<file path="src/hdl/depq_pkg.sv">
// Shared types and constants for the double-ended priority queue.
package depq_pkg;

  localparam int CAPACITY = 64;
  localparam int IDX_W    = $clog2(CAPACITY);
  localparam int CNT_W    = $clog2(CAPACITY + 1);
  localparam int DATA_W   = 32;
  localparam int COUNT_OUT_W = 7;

  typedef enum logic [1:0] {
    OP_INSERT     = 2'd0,
    OP_REMOVE_MAX = 2'd1,
    OP_REMOVE_MIN = 2'd2
  } op_t;

  // Command broadcast to every cell of the sorted chain.
  typedef struct packed {
    logic                     insert;
    logic                     remove_min;
    logic signed [DATA_W-1:0] value;
  } cell_cmd_t;

endpackage

</file>
<file path="src/hdl/depq_cell.sv">
// One slot of the sorted register chain.
module depq_cell
  import depq_pkg::*;
(
  input  logic                     clk,
  input  cell_cmd_t                cmd,
  input  logic [CNT_W-1:0]         count,
  input  logic [IDX_W-1:0]         index,
  input  logic signed [DATA_W-1:0] left_data,
  input  logic                     left_lt,
  input  logic signed [DATA_W-1:0] right_data,
  output logic signed [DATA_W-1:0] data,
  output logic                     lt,
  output logic                     top
);

  logic [CNT_W-1:0]         slot;
  logic                     occupied;
  logic                     at_end;
  logic signed [DATA_W-1:0] data_next;

  assign slot     = CNT_W'(index);
  assign occupied = slot < count;
  assign at_end   = slot == count;

  // The new value belongs before this entry when it is strictly smaller.
  assign lt  = occupied && (cmd.value < data);
  assign top = count == (slot + CNT_W'(1));

  always_comb begin
    data_next = data;
    if (cmd.insert) begin
      if (left_lt) begin
        data_next = left_data;
      end else if (lt || at_end) begin
        data_next = cmd.value;
      end
    end else if (cmd.remove_min) begin
      data_next = right_data;
    end
  end

  always_ff @(posedge clk) begin
    data <= data_next;
  end

endmodule

</file>
<file path="config.mk">
export PLATFORM = sky130hd
export DESIGN_NAME = depq_cell
export DESIGN_NICKNAME = d
export VERILOG_FILES = /design/src/hdl/depq_pkg.sv /design/src/hdl/depq_cell.sv
export SDC_FILE = /design/constraint.sdc
export NUM_CORES = 1
export LEC_CHECK = 0
export ABC_CLOCK_PERIOD_IN_PS = 3400
export BUFFER_PORTS_ARGS = -buffer_cell sky130_fd_sc_hd__buf_2
export CELL_PAD_IN_SITES_DETAIL_PLACEMENT = 0
export CELL_PAD_IN_SITES_GLOBAL_PLACEMENT = 1
export CORE_ASPECT_RATIO = 2
export CORE_UTILIZATION = 33
export CTS_CLUSTER_SIZE = 20
export DETAILED_ROUTE_END_ITERATION = 8
export GPL_TIMING_DRIVEN = 0
export PLACE_DENSITY_LB_ADDON = 0.1
export SETUP_SLACK_MARGIN = 0.3
export SYNTH_ARGS = -nofsm -noshare
export SYNTH_HDL_FRONTEND = slang
export SYNTH_SLANG_ARGS = --single-unit
</file>
<file path="constraint.sdc">
create_clock -name clk -period 3.4 [get_ports clk]
set_input_delay 0.51 -clock clk [delete_from_list [all_inputs] [get_ports clk]]
set_output_delay 0.51 -clock clk [all_outputs]
set_load 0.01 [all_outputs]
</file>
==> results.sh, run 1 <==
export IMPL_slew_viol_final=0
export IMPL_wl_um=8129
export IMPL_p_per_area_nw_per_um2=389.7
export IMPL_power_total_uw=1483
export IMPL_clockRootBuffer="clkbuf_16"
export IMPL_ys_seq_area_share_pct=34.30
export IMPL_leakage_uw=0.002005
export IMPL_startpoint_type="flop"
export IMPL_yosys_area_top_type="edfxtp_1"
export IMPL_drc_errors=0
export IMPL_max_slew_margin_rel_pct=60.62
export IMPL_grt_max_degree=33
export IMPL_r2r_end="data[4]"
export IMPL_worst_pin_slew_ns=0.5867
export IMPL_largest_register="data"
export IMPL_crit_fanout=3
export IMPL_cp_end_kind="output port"
export IMPL_crit_arrival_ns=2.46
export IMPL_initialDrtViolationCount=58
export IMPL_setup_viol_count_final=0
export IMPL_peakVddDrop_mv=0.2151
export IMPL_dieArea_um2=8884
export IMPL_hold_depth=3
export IMPL_die_y_um=132.3
export IMPL_critPathLaunch="data[23]"
export IMPL_cts_hold_fix_buffers=0
export IMPL_largest_register_ffs=32
export IMPL_crit_slowest_cell="edfxtp_1"
export IMPL_postRouteAntennaNets=0
export IMPL_tns_ns=0
export IMPL_io_pins=147
export IMPL_period_needed_ns=2.974
export IMPL_wl_met1_um=2916
export IMPL_synth_nets=457
export IMPL_vias_per_cell=4.867
export IMPL_h_tree_depth=2
export IMPL_grt_pass1_wl_um=12450
export IMPL_numCtsBuffers=5
export IMPL_fin_crit_sh_pct=87.47
export IMPL_synth_seq_cells=32
export IMPL_syn2layout_area_growth_pct=35.86
export IMPL_highest_layer="met4"
export IMPL_status="finished clean"
export IMPL_synthCells=306
export IMPL_avgSynthCellArea_um2=9.155
export IMPL_crit_end="lt"
export IMPL_hpwl_um=6612
export IMPL_place_ws_ns=-0.3323
export IMPL_synth_distinct_cells=33
export IMPL_skew_ns=0.002833
export IMPL_cts_tree="built"
export IMPL_num_fill_cells=854
export IMPL_grt_usage_pct=18.85
export IMPL_hold_class="in2reg"
export IMPL_port_buffers=145
export IMPL_antenna_found_initial=0
export IMPL_rr_worst_depth=8
export IMPL_met3_length_um=355
export IMPL_postLayoutCellArea_um2=3806
export IMPL_cts_sinks=32
export IMPL_cp_depth=9
export IMPL_initial_core_util_pct=34.03
export IMPL_dpl_cell_area_um2=3650
export IMPL_cap_violations=0
export IMPL_hold_violations=0
export IMPL_wl_per_cell_um=14.59
export IMPL_grt_pass1_vias=2765
export IMPL_vias=2711
export IMPL_worst_slack_ns=0.4260
export IMPL_diodes=0
export IMPL_clk_latency_ns=0.28
export IMPL_coreArea_um2=8233
export IMPL_crit_chain="inv_1 -> ha_1 -> a21oi_1 -> o21ai_0 -> a221o_1 -> a211o_1 -> a21oi_2 -> mux2_4 -> buf_2"
export IMPL_cpLargestDelayFamily="compound AO/OA/AOI/OAI gates"
export IMPL_num_rows=47
export IMPL_grt_overflow_total=0
export IMPL_yosys_top_cells_area="edfxtp_1, ha_1, mux2i_1"
export IMPL_clk_pin_slew_ns=0.05
export IMPL_r2r_setup_slack_ns=0.64
export IMPL_clock_path_buffers=2
export IMPL_syn_area_um2=2801
export IMPL_gp_congestion=0.7344
export IMPL_drive_gt1_share_pct=35.08
export IMPL_rsz0062_at_grt="false"
export IMPL_met2_length_um=4748
export IMPL_die_w_um=67.15
export IMPL_synth_top_area_share_pct=34.30
export IMPL_r2r_start="data[23]"
export IMPL_final_nets=610
export IMPL_reg_largest_list="data (32)"
export IMPL_max_stage_delay_ns=0.40
export IMPL_critPathKind="reg2out"
export IMPL_critPathRequiredTime_ns=2.89
export IMPL_cp_num_buf_inv=2
export IMPL_first_pass_iters=4
export IMPL_ys_warnings_count=0
export IMPL_max_freq_ghz=0.3362
==> layout by cell type, fill, tap and decap left out, types with 2 or more instances in the layout <==
cell / Yosys / final
buf_2: 3 / 148
a21oi_1: 49 / 49
inv_1: 40 / 40
nor2_1: 40 / 40
ha_1: 38 / 38
mux2i_1: 32 / 32
edfxtp_1: 32 / 32
nand4_1: 8 / 8
clkbuf_1: 6 / 7
nand2_1: 7 / 7
o21ai_0: 7 / 7
nand3_1: 6 / 6
clkbuf_16: 0 / 5
xor2_1: 4 / 4
a21o_1: 3 / 3
a31oi_1: 3 / 3
nor3_1: 3 / 3
xnor2_1: 3 / 3
buf_1: 2 / 2
nor2b_1: 2 / 2
nand2b_1: 2 / 2
a211o_1: 3 / 2
==> layout make-up <==
type	instances	area [um^2]	share of cell area [%]
Multi-Input combinational cell	223	1660	43.62
Sequential cell	32	960.9	25.25
Clock inverter	1	5.005	0.1315
Inverter	40	150.1	3.945
Tap cell	98	122.6	3.222
Clock buffer	6	128.9	3.386
Buffer	11	45.04	1.183
Timing Repair Buffer	146	733.2	19.26
==> cells by family after synthesis <==
group | Yosys count | share of synthesized area (%)
adders and majority gates | 38 | 16.97
xor gates and xnor gates | 7 | 2.189
muxes | 33 | 11.97
DFF | 32 | 34.30
buffers and inverters | 51 | 6.967
and+or+nand+nor | 71 | 11.39
AOI/OAI and AO/OA | 74 | 16.21
==> metal layers <==
metal  track usage [%]  vias up
met5                 0        -
met4             5.674        0
met3             3.374        6
met2             38.06       84
met1             17.48     1215
li1                  -     1406
==> worst min-delay path, delay by kind of cell <==
family	cells	cell delay (ns)
compound gates	1	0.10
simple gates	1	0.03
buf+inv	1	0.07
==> how the worst min path moves through the flow <==
| stage | start | to | slack, ns |
|---|---|---|---|
| floorplan | right_data[30] | data[30] | 0.74 |
| global placement | right_data[23] | data[23] | 0.82 |
| detailed placement | right_data[26] | data[26] | 0.84 |
| CTS | right_data[27] | data[27] | 0.54 |
| global route | right_data[7] | data[7] | 0.56 |
| finish | right_data[27] | data[27] | 0.55 |
==> synthesized netlist by cell type, drive strengths merged <==
library cell,count
o41ai,1
buf,5
nand3,6
inv,40
a21oi,50
xor2,4
nand2b,2
edfxtp,32
a211o,3
a311oi,1
ha,38
xnor2,3
o32ai,1
nor3,3
and4b,1
mux2,1
nor2b,2
o31a,1
o311a,1
o2111ai,1
nand2,7
mux2i,32
a21o,3
nand4,8
a31oi,3
o21ai,7
nor4,2
clkbuf,6
nor2,40
a221o,1
a2111oi,1
==> per-stage QoR <==
stage / hold slack, ns / cells / utilization, %
global route: 0.5619 / 557 / 46.23
finish: 0.5538 / 557 / 46.23
global placement: 0.8245 / 549 / 44.33
floorplan: 0.7356 / 306 / -
CTS: 0.5438 / 556 / 45.97
detailed placement: 0.8351 / 549 / 44.33
==> report_power, final <==
| group | switching [uW] | internal, uW | total [uW] |
|---|---|---|---|
| clock | 167 | 266 | 434 |
| combinational | 285 | 227 | 512 |
| sequential | 25.7 | 512 | 537 |
| total | 478 | 1010 | 1480 |
==> timing repair <==
item	4_1_cts	5_1_grt
endpoints found under the setup margin	32	33
resized for setup	1	2
buffers inserted	0	1
pin swaps	0	2
Note: power is estimated with default switching activity, not from simulation.
==> run 2, diff against run 1 <==
Settings changed: ABC_CLOCK_PERIOD_IN_PS 3400 to 3100.
Clock period 3.4 ns to 3.1 ns, I/O delays scaled along.
==> results.sh, run 2 (synthesis gave the netlist of run 1 again) <==
export IMPL_r2r_end="data[13]"
export IMPL_initial_core_util_pct=34.03
export IMPL_grt_max_degree=33
export IMPL_diodes=0
export IMPL_crit_arrival_ns=2.37
export IMPL_met3_length_um=432
export IMPL_drc_errors=0
export IMPL_r2r_setup_slack_ns=0.32
export IMPL_hold_depth=3
export IMPL_leakage_uw=0.002086
export IMPL_coreArea_um2=8233
export IMPL_largest_register="data"
export IMPL_cts_sinks=32
export IMPL_antenna_found_initial=0
export IMPL_wl_met1_um=2959
export IMPL_num_rows=47
export IMPL_clockRootBuffer="clkbuf_16"
export IMPL_rsz0062_at_grt="true"
export IMPL_postRouteAntennaNets=0
export IMPL_layout_commonest_cell="buf_2"
export IMPL_peakVddDrop_mv=0.2841
export IMPL_reg_largest_list="data (32)"
export IMPL_dieArea_um2=8884
export IMPL_hold_path_end="data[22]"
export IMPL_crit_fanout=3
export IMPL_num_fill_cells=863
export IMPL_wl_um=8586
export IMPL_crit_slowest_cell="edfxtp_1"
export IMPL_cts_hold_fix_buffers=0
export IMPL_hold_class="in2reg"
export IMPL_critPathKind="reg2out"
export IMPL_worst_slack_ns=0.2615
export IMPL_syn2layout_area_growth_pct=44.48
export IMPL_period_needed_ns=2.838
export IMPL_hpwl_um=6688
export IMPL_cap_violations=0
export IMPL_met2_length_um=5007
export IMPL_grt_pass1_vias=2777
export IMPL_skew_ns=0.008838
export IMPL_dpl_cell_area_um2=3651
export IMPL_clk_pin_slew_ns=0.06
export IMPL_rr_worst_depth=11
export IMPL_cp_end_kind="output port"
export IMPL_r2r_start="data[27]"
export IMPL_max_slew_margin_rel_pct=46.35
export IMPL_max_stage_delay_ns=0.39
export IMPL_crit_chain="inv_1 -> ha_1 -> nand4_1 -> nor2_1 -> a221o_1 -> a211o_1 -> a21oi_2 -> mux2_4 -> buf_6"
export IMPL_largest_register_ffs=32
export IMPL_clk_latency_ns=0.28
export IMPL_cts_tree="built"
export IMPL_initialDrtViolationCount=49
export IMPL_place_ws_ns=-0.1126
export IMPL_setup_viol_count_final=0
export IMPL_die_w_um=67.15
export IMPL_status="finished clean"
export IMPL_drive_gt1_share_pct=39.49
export IMPL_grt_pass1_wl_um=12500
export IMPL_fin_crit_sh_pct=91.56
export IMPL_hold_violations=0
export IMPL_p_sw_share_pct=31.36
export IMPL_port_buffers=145
export IMPL_critPathRequiredTime_ns=2.63
export IMPL_wl_per_cell_um=15.09
export IMPL_highest_layer="met4"
export IMPL_power_frac_seq_pct=32.6
export IMPL_clock_power_share_pct=31.1
export IMPL_io_pins=147
export IMPL_gp_congestion=0.7468
export IMPL_vias=2828
export IMPL_pwr_share_comb_pct=36.3
export IMPL_worst_pin_slew_ns=0.7993
export IMPL_vias_per_cell=4.970
export IMPL_grt_usage_pct=18.96
export IMPL_max_freq_ghz=0.3523
export IMPL_final_nets=621
export IMPL_hp_start="right_data[22]"
export IMPL_p_int_uw=1244
export IMPL_final_cell_mix="buf_2, a21oi_1, nor2_1"
export IMPL_p_per_area_nw_per_um2=447.7
export IMPL_slew_viol_final=0
export IMPL_final_core_util_pct=49.16
export IMPL_numCtsBuffers=5
export IMPL_postLayoutCellArea_um2=4048
export IMPL_tns_ns=0
export IMPL_h_tree_depth=2
export IMPL_die_y_um=132.3
export IMPL_clock_path_buffers=2
export IMPL_startpoint_type="flop"
export IMPL_grt_overflow_total=0
export IMPL_first_pass_iters=4
export IMPL_power_switching_uw=568.4
-- run 2: worst max-delay path: cells and delay by family (launching register included) --
kind / cells / cell delay [ns]
muxes: 1 / 0.31
adders and majority gates: 1 / 0.24
and+or+nand+nor: 2 / 0.20
AOI/OAI and AO/OA: 3 / 0.73
DFF: 1 / 0.39
buffers and inverters: 2 / 0.20
-- run 2: power by group through the flow --
stage	combinational (uW)	clock (uW)	sequential, uW
after global placement	560	0	597
after global routing	733	593	599
final	658	564	590
after CTS	594	581	592
after floorplan	300	0	629
after detailed placement	566	0	600
-- run 2: worst max-delay path by stage --
stage,slack (ns),cells past startpoint,startpoint,endpoint
after detailed placement,-0.11,8,cmd[31],data[4]
after global placement,-0.08,8,cmd[31],data[3]
after global routing,0.16,9,count[3],lt
after floorplan,0.38,7,cmd[30],data[0]
final,0.26,9,data[27],lt
after CTS,0.23,9,data[2],lt
-- run 2: per-layer routing --
layer	vias up	global-route usage, %
met5	-	0
met4	0	7.447
met3	10	3.374
met2	85	37.33
met1	1288	17.72
li1	1445	-
-- run 2: layout make-up --
cell class,count,area [um^2],area share (%)
plain buffers,11,45.04,1.113
inverters,40,150.1,3.709
well taps,98,122.6,3.029
clock inverters,2,35.03,0.8655
multi-input cells,226,1805,44.61
clock buffers,6,128.9,3.184
flip-flops and latches,32,960.9,23.74
repair buffers,154,799.5,19.75
-- run 2: stage by stage --
stage / instances / hold WS [ns] / power, uW
floorplan: 306 / 0.6906 / 928.6
global placement: 549 / 0.7797 / 1157
detailed placement: 549 / 0.7899 / 1166
CTS: 561 / 0.4901 / 1767
global route: 569 / 0.5056 / 1925
finish: 569 / 0.4977 / 1812
-- run 2: timing repair --
| item | CTS | global route |
|---|---|---|
| endpoints found under the setup margin | 33 | 33 |
| buffers inserted | 4 | 5 |
| cloned | 0 | 3 |
| pin swaps | 6 | 12 |
| gates resized for setup | 7 | 16 |
